--- src/fpba_pkg.sv ---
// ----------------------------------------------------------------------------
// fpba_pkg
// Shared widths, register codes, fit modes and the types that pass between
// the front end, the back end and the top level of the block allocator.
// ----------------------------------------------------------------------------
package fpba_pkg;

  localparam int unsigned BLOCKS_DEFAULT = 16;

  localparam int unsigned AMOUNT_W   = 16;
  localparam int unsigned BLK_IDX_W  = 4;
  localparam int unsigned COUNT_W    = 5;
  localparam int unsigned MODE_W     = 2;
  localparam int unsigned CFG_IDX_W  = 8;
  localparam int unsigned CFG_DATA_W = 8;

  // input kinds
  localparam logic KIND_LOAD = 1'b0;
  localparam logic KIND_REQ  = 1'b1;

  // fit modes, the unused code behaves as first fit
  localparam logic [MODE_W-1:0] MODE_FIRST = 2'd0;
  localparam logic [MODE_W-1:0] MODE_BEST  = 2'd1;
  localparam logic [MODE_W-1:0] MODE_WORST = 2'd2;

  // register indexes
  localparam logic [CFG_IDX_W-1:0] REG_FIT_MODE    = 8'd0;
  localparam logic [CFG_IDX_W-1:0] REG_BLOCK_COUNT = 8'd1;

  localparam logic [MODE_W-1:0]  FIT_MODE_RST    = MODE_FIRST;
  localparam logic [COUNT_W-1:0] BLOCK_COUNT_RST = 5'd16;

  typedef struct packed {
    logic                 is_req;
    logic [BLK_IDX_W-1:0] idx;
    logic [AMOUNT_W-1:0]  amount;
  } item_t;

  // head of the queue as seen by the back end
  typedef struct packed {
    logic  valid;
    item_t item;
  } queue_head_t;

  typedef struct packed {
    logic [MODE_W-1:0]  fit_mode;
    logic [COUNT_W-1:0] block_count;
  } cfg_t;

endpackage

--- src/fpba_if.sv ---
// ----------------------------------------------------------------------------
// fpba interfaces
// Valid/ready channels of the block allocator: input items, results and
// register writes.
// ----------------------------------------------------------------------------
interface fpba_in_if import fpba_pkg::*; ();
  logic                 valid;
  logic                 ready;
  logic                 kind;
  logic [BLK_IDX_W-1:0] block_index;
  logic [AMOUNT_W-1:0]  amount;

  modport source (output valid, kind, block_index, amount, input ready);
  modport sink   (input valid, kind, block_index, amount, output ready);
endinterface

interface fpba_out_if import fpba_pkg::*; ();
  logic                 valid;
  logic                 ready;
  logic                 granted;
  logic [BLK_IDX_W-1:0] chosen_block;

  modport source (output valid, granted, chosen_block, input ready);
  modport sink   (input valid, granted, chosen_block, output ready);
endinterface

interface fpba_cfg_if import fpba_pkg::*; ();
  logic                  valid;
  logic                  ready;
  logic [CFG_IDX_W-1:0]  index;
  logic [CFG_DATA_W-1:0] data;

  modport source (output valid, index, data, input ready);
  modport sink   (input valid, index, data, output ready);
endinterface

--- src/fit_policy_block_allocator_core.sv ---
// ----------------------------------------------------------------------------
// fit_policy_block_allocator_core
// First / best / worst fit allocator over a table of free block sizes.
// ----------------------------------------------------------------------------
// A load beat writes one entry of the free-size table and gives no result; a
// request beat gives exactly one result (granted plus chosen block). The
// front end takes beats into a two-entry queue, so the input keeps flowing,
// until the queue is full, while the back end works and while a result
// waits in the output register. The back end reads the table through one
// RAM read port, one entry per cycle; a request scans n = min(block_count,
// BLOCKS) entries once it leaves the queue, and the finish step waits for as
// long as the previous result is still held in the output register. Entries
// never loaded since reset read as zero (a per-entry valid bit, cleared by
// reset), so no clearing pass is needed. Ties go to the lowest index,
// fit_mode 3 acts as first fit, a block_count above BLOCKS scans the whole
// table, and loads aimed beyond the table are dropped at the front.
// Registers must be written only while the block is idle; the block itself
// does not enforce this.
// ----------------------------------------------------------------------------
module fit_policy_block_allocator_core import fpba_pkg::*; #(
  parameter int unsigned BLOCKS = BLOCKS_DEFAULT
) (
  input  logic       clk_i,
  input  logic       rst_ni,
  fpba_in_if.sink    in_i,
  fpba_out_if.source out_o,
  fpba_cfg_if.sink   cfg_i
);

  logic [MODE_W-1:0]  fit_mode_q;
  logic [COUNT_W-1:0] block_count_q;
  cfg_t               cfg;
  queue_head_t        head;
  logic               pop;

  // register writes are always taken, unknown indexes do nothing
  assign cfg_i.ready = 1'b1;

  always_ff @(posedge clk_i or negedge rst_ni) begin
    if (!rst_ni) begin
      fit_mode_q    <= FIT_MODE_RST;
      block_count_q <= BLOCK_COUNT_RST;
    end else if (cfg_i.valid) begin
      case (cfg_i.index)
        REG_FIT_MODE:    fit_mode_q    <= cfg_i.data[MODE_W-1:0];
        REG_BLOCK_COUNT: block_count_q <= cfg_i.data[COUNT_W-1:0];
        default: ;
      endcase
    end
  end

  assign cfg.fit_mode    = fit_mode_q;
  assign cfg.block_count = block_count_q;

  // front end: accept, filter and queue beats
  fpba_front #(
    .BLOCKS (BLOCKS)
  ) u_front (
    .clk_i  (clk_i),
    .rst_ni (rst_ni),
    .in_i   (in_i),
    .head_o (head),
    .pop_i  (pop)
  );

  // back end: table, scan engine and result register
  fpba_back #(
    .BLOCKS (BLOCKS)
  ) u_back (
    .clk_i  (clk_i),
    .rst_ni (rst_ni),
    .head_i (head),
    .pop_o  (pop),
    .cfg_i  (cfg),
    .out_o  (out_o)
  );

endmodule

--- src/fpba_ram.sv ---
// ----------------------------------------------------------------------------
// fpba_ram
// Generic simple dual-port RAM, one write and one registered read port.
// ----------------------------------------------------------------------------
module fpba_ram #(
  parameter int unsigned WIDTH = 16,
  parameter int unsigned DEPTH = 16
) (
  input  logic                                      clk_i,
  input  logic                                      we_i,
  input  logic [(DEPTH > 1 ? $clog2(DEPTH) : 1)-1:0] waddr_i,
  input  logic [WIDTH-1:0]                          wdata_i,
  input  logic [(DEPTH > 1 ? $clog2(DEPTH) : 1)-1:0] raddr_i,
  output logic [WIDTH-1:0]                          rdata_o
);

  logic [WIDTH-1:0] mem_q [DEPTH];
  logic [WIDTH-1:0] rdata_q;

  always_ff @(posedge clk_i) begin
    if (we_i) begin
      mem_q[waddr_i] <= wdata_i;
    end
    rdata_q <= mem_q[raddr_i];
  end

  assign rdata_o = rdata_q;

endmodule

--- src/fpba_front.sv ---
// ----------------------------------------------------------------------------
// fpba_front
// Accepts input beats, drops loads aimed outside the table and queues the
// rest in a two-entry queue for the back end.
// ----------------------------------------------------------------------------
module fpba_front import fpba_pkg::*; #(
  parameter int unsigned BLOCKS = BLOCKS_DEFAULT
) (
  input  logic          clk_i,
  input  logic          rst_ni,
  fpba_in_if.sink       in_i,
  output queue_head_t   head_o,
  input  logic          pop_i
);

  localparam int unsigned DEPTH = 2;

  item_t       mem_q [DEPTH];
  logic        wr_ptr_q, rd_ptr_q;
  logic [1:0]  cnt_q, cnt_d;
  logic        keep, push;

  // a load outside the table is taken and forgotten
  assign keep  = (in_i.kind == KIND_REQ) || (32'(in_i.block_index) < 32'(BLOCKS));
  assign push  = in_i.valid && in_i.ready && keep;
  assign in_i.ready = (cnt_q != 2'(DEPTH));

  assign head_o.valid = (cnt_q != 2'd0);
  assign head_o.item  = mem_q[rd_ptr_q];

  always_comb begin
    cnt_d = cnt_q;
    case ({push, pop_i})
      2'b10:   cnt_d = cnt_q + 2'd1;
      2'b01:   cnt_d = cnt_q - 2'd1;
      default: cnt_d = cnt_q;
    endcase
  end

  always_ff @(posedge clk_i or negedge rst_ni) begin
    if (!rst_ni) begin
      wr_ptr_q <= 1'b0;
      rd_ptr_q <= 1'b0;
      cnt_q    <= 2'd0;
    end else begin
      cnt_q <= cnt_d;
      if (push) begin
        wr_ptr_q <= ~wr_ptr_q;
      end
      if (pop_i) begin
        rd_ptr_q <= ~rd_ptr_q;
      end
    end
  end

  always_ff @(posedge clk_i) begin
    if (push) begin
      mem_q[wr_ptr_q] <= '{is_req: in_i.kind, idx: in_i.block_index, amount: in_i.amount};
    end
  end

endmodule

--- src/fpba_back.sv ---
// ----------------------------------------------------------------------------
// fpba_back
// Executes queued items: loads write the size table, requests scan it one
// entry per cycle, reduce the chosen entry and register the result.
// ----------------------------------------------------------------------------
module fpba_back import fpba_pkg::*; #(
  parameter int unsigned BLOCKS = BLOCKS_DEFAULT
) (
  input  logic        clk_i,
  input  logic        rst_ni,
  input  queue_head_t head_i,
  output logic        pop_o,
  input  cfg_t        cfg_i,
  fpba_out_if.source  out_o
);

  localparam int unsigned IDX_W = (BLOCKS > 1) ? $clog2(BLOCKS) : 1;
  localparam int unsigned CNT_W = $clog2(BLOCKS + 1);

  typedef enum logic [2:0] {
    S_IDLE = 3'b001,
    S_SCAN = 3'b010,
    S_FIN  = 3'b100
  } state_e;

  state_e               state_q, state_d;
  logic [CNT_W-1:0]     ptr_q, n_q, eff_n;
  logic [AMOUNT_W-1:0]  amt_q;
  logic [MODE_W-1:0]    mode_q;
  logic                 cmp_vld_q, found_q;
  logic [IDX_W-1:0]     cmp_idx_q, best_idx_q;
  logic [AMOUNT_W-1:0]  best_size_q;
  logic [BLOCKS-1:0]    valid_q;
  logic                 out_vld_q, out_granted_q;
  logic [BLK_IDX_W-1:0] out_blk_q;

  logic                 ram_we;
  logic [IDX_W-1:0]     ram_waddr;
  logic [AMOUNT_W-1:0]  ram_wdata, ram_rdata, cur_size;
  logic                 issue, fits, take, out_free, fin_fire, start_req;

  fpba_ram #(
    .WIDTH (AMOUNT_W),
    .DEPTH (BLOCKS)
  ) u_ram (
    .clk_i   (clk_i),
    .we_i    (ram_we),
    .waddr_i (ram_waddr),
    .wdata_i (ram_wdata),
    .raddr_i (ptr_q[IDX_W-1:0]),
    .rdata_o (ram_rdata)
  );

  assign eff_n = (32'(cfg_i.block_count) > 32'(BLOCKS)) ? CNT_W'(BLOCKS)
                                                        : CNT_W'(cfg_i.block_count);

  // entries never written read as zero
  assign cur_size = valid_q[cmp_idx_q] ? ram_rdata : '0;
  assign fits     = (cur_size >= amt_q);
  assign take     = cmp_vld_q && fits &&
                    (!found_q ||
                     ((mode_q == MODE_BEST)  && (cur_size < best_size_q)) ||
                     ((mode_q == MODE_WORST) && (cur_size > best_size_q)));
  assign issue    = (state_q == S_SCAN) && (ptr_q < n_q);
  assign out_free = !out_vld_q || out_o.ready;
  assign start_req = (state_q == S_IDLE) && head_i.valid && (head_i.item.is_req == KIND_REQ);

  always_comb begin
    state_d   = state_q;
    pop_o     = 1'b0;
    ram_we    = 1'b0;
    ram_waddr = best_idx_q;
    ram_wdata = best_size_q - amt_q;
    fin_fire  = 1'b0;
    case (state_q)
      S_IDLE: begin
        if (head_i.valid) begin
          pop_o = 1'b1;
          if (head_i.item.is_req == KIND_LOAD) begin
            ram_we    = 1'b1;
            ram_waddr = IDX_W'(head_i.item.idx);
            ram_wdata = head_i.item.amount;
          end else begin
            state_d = S_SCAN;
          end
        end
      end
      S_SCAN: begin
        if ((ptr_q == n_q) && !cmp_vld_q) begin
          state_d = S_FIN;
        end
      end
      S_FIN: begin
        if (out_free) begin
          fin_fire = 1'b1;
          ram_we   = found_q;
          state_d  = S_IDLE;
        end
      end
      default: state_d = S_IDLE;
    endcase
  end

  always_ff @(posedge clk_i or negedge rst_ni) begin
    if (!rst_ni) begin
      state_q   <= S_IDLE;
      cmp_vld_q <= 1'b0;
      found_q   <= 1'b0;
      valid_q   <= '0;
      out_vld_q <= 1'b0;
    end else begin
      state_q <= state_d;
      if (ram_we) begin
        valid_q[ram_waddr] <= 1'b1;
      end
      if (start_req) begin
        cmp_vld_q <= 1'b0;
        found_q   <= 1'b0;
      end else if (state_q == S_SCAN) begin
        cmp_vld_q <= issue;
        if (take) begin
          found_q <= 1'b1;
        end
      end
      if (fin_fire) begin
        out_vld_q <= 1'b1;
      end else if (out_o.ready) begin
        out_vld_q <= 1'b0;
      end
    end
  end

  always_ff @(posedge clk_i) begin
    if (start_req) begin
      ptr_q  <= '0;
      n_q    <= eff_n;
      amt_q  <= head_i.item.amount;
      mode_q <= cfg_i.fit_mode;
    end else if (issue) begin
      ptr_q <= CNT_W'(ptr_q + 1'b1);
    end
    if (issue) begin
      cmp_idx_q <= ptr_q[IDX_W-1:0];
    end
    if (take) begin
      best_idx_q  <= cmp_idx_q;
      best_size_q <= cur_size;
    end
    if (fin_fire) begin
      out_granted_q <= found_q;
      out_blk_q     <= found_q ? BLK_IDX_W'(best_idx_q) : '0;
    end
  end

  assign out_o.valid        = out_vld_q;
  assign out_o.granted      = out_granted_q;
  assign out_o.chosen_block = out_blk_q;

  // the table is never written while a scan is in flight
  a_no_write_in_scan: assert property (@(posedge clk_i) disable iff (!rst_ni)
    (state_q == S_SCAN) |-> !ram_we)
    else $error("size table written during a scan");

  // a chosen entry always lies inside the scanned range
  a_pick_in_range: assert property (@(posedge clk_i) disable iff (!rst_ni)
    found_q |-> (32'(best_idx_q) < 32'(n_q)))
    else $error("chosen entry outside scanned range");

  // compare data only exists while scanning
  a_cmp_in_scan: assert property (@(posedge clk_i) disable iff (!rst_ni)
    cmp_vld_q |-> (state_q == S_SCAN))
    else $error("compare stage active outside scan");

  // a new result only comes out of the finish step
  a_result_from_fin: assert property (@(posedge clk_i) disable iff (!rst_ni)
    $rose(out_vld_q) |-> ($past(state_q) == S_FIN))
    else $error("result raised outside finish step");

endmodule

--- src/flat_wrapper.sv ---
// flat-port wrapper written by rule: the top's interface ports become plain ports
module fit_policy_block_allocator_core_flat import fpba_pkg::*;
#(
  parameter int unsigned BLOCKS = BLOCKS_DEFAULT
)
  (clk_i, rst_ni, in_i_valid, in_i_kind, in_i_block_index, in_i_amount, in_i_ready, out_o_valid, out_o_granted, out_o_chosen_block, out_o_ready, cfg_i_valid, cfg_i_index, cfg_i_data, cfg_i_ready);
  fpba_in_if in_i_i ();
  fpba_out_if out_o_i ();
  fpba_cfg_if cfg_i_i ();
  input  logic clk_i;
  input  logic rst_ni;
  input wire logic [$bits(in_i_i.valid)-1:0] in_i_valid;
  input wire logic [$bits(in_i_i.kind)-1:0] in_i_kind;
  input wire logic [$bits(in_i_i.block_index)-1:0] in_i_block_index;
  input wire logic [$bits(in_i_i.amount)-1:0] in_i_amount;
  output wire logic [$bits(in_i_i.ready)-1:0] in_i_ready;
  output wire logic [$bits(out_o_i.valid)-1:0] out_o_valid;
  output wire logic [$bits(out_o_i.granted)-1:0] out_o_granted;
  output wire logic [$bits(out_o_i.chosen_block)-1:0] out_o_chosen_block;
  input wire logic [$bits(out_o_i.ready)-1:0] out_o_ready;
  input wire logic [$bits(cfg_i_i.valid)-1:0] cfg_i_valid;
  input wire logic [$bits(cfg_i_i.index)-1:0] cfg_i_index;
  input wire logic [$bits(cfg_i_i.data)-1:0] cfg_i_data;
  output wire logic [$bits(cfg_i_i.ready)-1:0] cfg_i_ready;
  assign in_i_i.valid = in_i_valid;
  assign in_i_i.kind = in_i_kind;
  assign in_i_i.block_index = in_i_block_index;
  assign in_i_i.amount = in_i_amount;
  assign in_i_ready = in_i_i.ready;
  assign out_o_valid = out_o_i.valid;
  assign out_o_granted = out_o_i.granted;
  assign out_o_chosen_block = out_o_i.chosen_block;
  assign out_o_i.ready = out_o_ready;
  assign cfg_i_i.valid = cfg_i_valid;
  assign cfg_i_i.index = cfg_i_index;
  assign cfg_i_i.data = cfg_i_data;
  assign cfg_i_ready = cfg_i_i.ready;
  fit_policy_block_allocator_core #(.BLOCKS(BLOCKS)) u_core (.clk_i(clk_i), .rst_ni(rst_ni), .in_i(in_i_i), .out_o(out_o_i), .cfg_i(cfg_i_i));
endmodule
--- config.mk ---
export PLATFORM = sky130hd
export DESIGN_NAME = fit_policy_block_allocator_core_flat
export DESIGN_NICKNAME = d
export VERILOG_FILES = /design/src/fpba_pkg.sv /design/src/fpba_if.sv /design/src/fit_policy_block_allocator_core.sv /design/src/fpba_ram.sv /design/src/fpba_front.sv /design/src/fpba_back.sv /design/src/flat_wrapper.sv
export SDC_FILE = /design/constraint.sdc
export NUM_CORES = 1
export LEC_CHECK = 0
export BUFFER_PORTS_ARGS = -buffer_cell sky130_fd_sc_hd__buf_2
export CELL_PAD_IN_SITES_DETAIL_PLACEMENT = 1
export CELL_PAD_IN_SITES_GLOBAL_PLACEMENT = 2
export CORE_MARGIN = 3
export CORE_UTILIZATION = 51
export DETAILED_ROUTE_END_ITERATION = 8
export PLACE_DENSITY = 0.95
export SLEW_MARGIN = 20
export SYNTH_ARGS = -nofsm -noshare
export SYNTH_HDL_FRONTEND = slang
export SYNTH_SLANG_ARGS = --single-unit
export TNS_END_PERCENT = 5
--- constraint.sdc ---
create_clock -name clk_i -period 11.8 [get_ports clk_i]
set_input_delay 0.59 -clock clk_i [delete_from_list [all_inputs] [get_ports clk_i]]
set_output_delay 0.59 -clock clk_i [all_outputs]
set_load 0.005 [all_outputs]
==> summary.txt <==
Logic synthesis
  – Number of distinct library cells after synthesis: 67
  – Synthesized instance count: 923
  – Warnings, synthesis: 0
  – Syn avg cell area: 18.1 um2
  – Cell Area, Synth: 16700 um2
  – Syn Nets: 1018
  – Main flop type after synthesis: sky130_fd_sc_hd__edfxtp_1
  – EDFF count, synth: 350
  – Sequential fraction of the synthesis area: 0.705
  – Number of storage elements in the synthesis netlist: 404
  – Ys async rst share: 0.0817

Global route
  – Global route total overflow: 0
  – Number of antenna violations at the first check in global routing: 3
  – Maximum number of pins on one net before global-route repair: 69
  – Wire length of the first global-routing pass: 60.8 mm
  – Number of global-route vias before repair: 9653
  – Combined global-route utilization of all metal layers: 0.233

Status
  – Result of the run: completed

CTS
  – Clock-pin slew on the worst setup and hold paths: 60 ps
  – Resized Gates After CTS: 0
  – Post-CTS repair timing setup buffer count: 0
  – Count of hold buffers inserted by post-cts repair: 0
  – Inserted Clock Buffers: 43
  – Count of H-tree levels built during CTS: 2
  – Clock root buffer master: sky130_fd_sc_hd__clkbuf_16
  – Maximum buffer depth of the clock tree: 3
  – Worst-Skew Late Latency: 560 ps
  – Clock Sinks: 404
  – TritonCTS clock tree: done

Setup path
  – Critical Path End Type: flip-flop
  – Largest fanout on the critical path: 16
  – Internal reg-to-reg setup slack: 7100 ps
  – Cell chain of the critical path: mux4_1, mux2i_1, mux2_4, and2b_1, ha_1, and4_1, a21oi_1, nand2_1, a221oi_1, o221ai_1, or3b_1, a31oi_2, buf_4
  – Worst EP required: 12020 ps
  – Worst-path cell with the longest stage delay: sky130_fd_sc_hd__mux4_1
  – Source of the worst register-to-register timing path: u_core.u_back.cmp_idx_q[2]$_DFFE_PP_
  – Startpoint types: flip-flop
  – Crit Reg-Reg Endpoint: u_core.u_back.best_size_q[12]$_DFFE_PP_
  – Worst reg-to-reg path cell count: 13
  – Delay of the slowest cell on the worst path: 600 ps
  – Worst setup path class: reg -> reg
  – Arrival time worst endpoint: 4920 ps

Pwr
  – Leakage power of the design: 0.00671 uW
  – Power spent charging and discharging nets: 1680 uW
  – Proportion of power drawn by the clock network: 0.260
  – Max VDD drop: 124 uV
  – Combinational group share of total power: 0.311
  – Switching portion of total power: 0.321
  – Cell area power density: 274 nW/um2
  – Internal power of the cells: 3550 uW
  – Register share of total power: 0.428

Route
  – DRC violations left: 0
  – Vias per Instance: 5.94
  – Antenna viol nets, final: 0
  – Violation count after the first detailed-route iteration: 752
  – Detailed-route via count: 8808
  – Routed wire length: 40.0 mm
  – Number of iterations in the first detailed-routing pass: 5
  – Post-DR wirelength/cell: 27.0 um

Timing
  – Maximum clock frequency: 0.213 GHz
  – Final TNS setup: 0 ps
  – Relative slew slack: 0.312
  – Count of pins over their slew limit: 0
  – Hold Vio Cnt, Final: 0
  – Crit path time final: 4700 ps
  – Fin Clk Skew: 25.1 ps
  – Tcrit/Tclk final: 0.398
  – Finish-stage setup viols: 0
  – Worst slack on hold paths: 131 ps
  – Unrepaired setup endpoints after global routing: no
  – Worst-Margin Slew: 1030 ps

Floorplanning
  – Area of the die: 34900 um2
  – DIE WIDTH: 187 um
  – I/O pin count: 50
  – Floorplan die height: 187 um
  – Area of the placeable core: 31900 um2
  – Effective utilization at floorplan: 0.523
  – Row count: 65

Finish
  – Number of cells in the finished layout apart from fillers: 1482
  – Fillers: 2833
  – Synth-to-layout area growth: 14.3%
  – Post-layout net count: 1106
  – Share of post-route cells with drive strength above 1: 0.282
  – Leading cell types in the layout, fill and taps excluded: sky130_fd_sc_hd__edfxtp_1 (350), sky130_fd_sc_hd__mux4_2 (80), sky130_fd_sc_hd__ha_1 (52)
  – Commonest non-fill, non-tap cell in the layout: sky130_fd_sc_hd__edfxtp_1

Place
  – Placed instance count: 1400
  – DPL Wire Length: 24.4 mm
  – Placer Congestion: 0.816
  – Port Buffer Count: 45

Worst hold path
  – Path category of the worst min-delay check: in -> async

Flow run
  – Count of max-cap constraint violations: 0
==> per-stage QoR <==
| step | util | power (uW) | cell area (um2) | setup slack [ps] |
|---|---|---|---|---|
| final | 0.598 | 5230 | 19100 | 7100 |
| after global routing | 0.598 | 5490 | 19100 | 6840 |
| after CTS | 0.597 | 5240 | 19000 | 7120 |
| after detailed placement | 0.551 | 3850 | 17600 | 7220 |
| after global placement | 0.551 | 3730 | 17600 | 7350 |
| after floorplan | - | 3290 | 16700 | 7170 |
==> worst max-delay path by stage <==
stage	startpoint	endpoint	slack, ps
2_1_floorplan	u_core.u_back.cmp_idx_q[2]$_DFFE_PP_	u_core.u_back.best_idx_q[0]$_DFFE_PP_	7170
3_3_place_gp	u_core.u_back.cmp_idx_q[2]$_DFFE_PP_	u_core.u_back.best_size_q[8]$_DFFE_PP_	7350
3_5_place_dp	u_core.u_back.cmp_idx_q[2]$_DFFE_PP_	u_core.u_back.best_size_q[8]$_DFFE_PP_	7220
4_1_cts	u_core.u_back.cmp_idx_q[2]$_DFFE_PP_	u_core.u_back.best_size_q[6]$_DFFE_PP_	7120
5_1_grt	u_core.u_back.cmp_idx_q[2]$_DFFE_PP_	u_core.u_back.best_size_q[4]$_DFFE_PP_	6840
6_report	u_core.u_back.cmp_idx_q[2]$_DFFE_PP_	u_core.u_back.best_size_q[12]$_DFFE_PP_	7100
==> worst max-delay path, delay by kind of cell, from the launching register on <==
| family | cells | cell delay [ps] |
|---|---|---|
| buf+inv | 1 | 340 |
| fa+ha+maj | 1 | 320 |
| compound gates | 4 | 1050 |
| flops | 1 | 520 |
| simple gates | 4 | 1010 |
| mux | 3 | 1090 |
==> power groups by stage <==
stage          clock network, uW  logic (uW)  registers [uW]
5_1_grt                     1450        1780            2260
3_5_place_dp                   0        1580            2260
2_1_floorplan                  0        1090            2200
4_1_cts                     1390        1610            2240
6_report                    1360        1630            2240
3_3_place_gp                   0        1480            2240
==> cell families after synthesis <==
logic type / share of synthesized area
AOI/OAI and AO/OA: 0.0317
adders and majority gates: 0.0415
and+or+nand+nor: 0.0561
buffers and inverters: 0.0167
other: 0.000225
muxes: 0.138
xor gates and xnor gates: 0.0105
DFF: 0.705
==> area by class of cell <==
class,count,area (um2),area share
Sequential cell,404,11800,0.617
Multi-Input combinational cell,447,4700,0.247
Clock buffer,63,1210,0.0636
Tap cell,435,544,0.0286
Timing Repair Buffer,73,439,0.0230
Clock inverter,17,233,0.0122
Inverter,42,158,0.00827
Antenna cell,1,2.50,0.000131
==> routing by layer <==
metal,global-route usage,up-vias,share of wire
met5,0,-,0.00050
met4,0.0753,2,0.030
met3,0.0454,83,0.063
met2,0.398,356,0.51
met1,0.303,4573,0.39
li1,-,3794,-
==> synth_stat cells (4+ instances only) <==
master                       n  area share
sky130_fd_sc_hd__o21ai_0    11      0.0033
sky130_fd_sc_hd__and2_1      6      0.0023
sky130_fd_sc_hd__edfxtp_1  350        0.63
sky130_fd_sc_hd__nor2b_1    23      0.0086
sky130_fd_sc_hd__mux2_2     27       0.018
sky130_fd_sc_hd__nand2_1    24      0.0054
sky130_fd_sc_hd__nand2b_1   10      0.0038
sky130_fd_sc_hd__a21o_1      6      0.0027
sky130_fd_sc_hd__mux4_1      4      0.0063
sky130_fd_sc_hd__ha_1       52       0.039
sky130_fd_sc_hd__and3_1      9      0.0034
sky130_fd_sc_hd__nand4_1     5      0.0019
sky130_fd_sc_hd__and2b_1     4      0.0018
sky130_fd_sc_hd__mux4_2     80        0.11
sky130_fd_sc_hd__nor3_1      5      0.0015
sky130_fd_sc_hd__mux2i_1     8      0.0048
sky130_fd_sc_hd__nand3_1    10      0.0030
sky130_fd_sc_hd__o21a_1      9      0.0041
sky130_fd_sc_hd__dfrtp_1    31       0.047
sky130_fd_sc_hd__or2_2      20      0.0075
sky130_fd_sc_hd__dfxtp_1    21       0.025
sky130_fd_sc_hd__a21oi_1    28      0.0084
sky130_fd_sc_hd__buf_1       7      0.0016
sky130_fd_sc_hd__xnor2_1    10      0.0053
sky130_fd_sc_hd__xor2_1     10      0.0053
sky130_fd_sc_hd__nor2_1     41      0.0092
sky130_fd_sc_hd__inv_1      42      0.0095
sky130_fd_sc_hd__clkbuf_1   19      0.0043
==> sequential cells by signal (all words and copies together) (netlist names), 3 cells and up <==
| name | count |
|---|---|
| u_core.u_back.u_ram.mem_q | 256 |
| u_core.u_front.mem_q | 42 |
| u_core.u_back.amt_q | 16 |
| u_core.u_back.best_size_q | 16 |
| u_core.u_back.u_ram.rdata_o | 16 |
| u_core.u_back.valid_q | 16 |
| u_core.block_count_q | 5 |
| u_core.u_back.n_q | 5 |
| u_core.u_back.ptr_q | 5 |
| u_core.u_back.best_idx_q | 4 |
| u_core.u_back.cmp_idx_q | 4 |
| u_core.u_back.out_o.chosen_block | 4 |
| u_core.u_back.state_q | 3 |
Power figures use the tool's default switching activity.
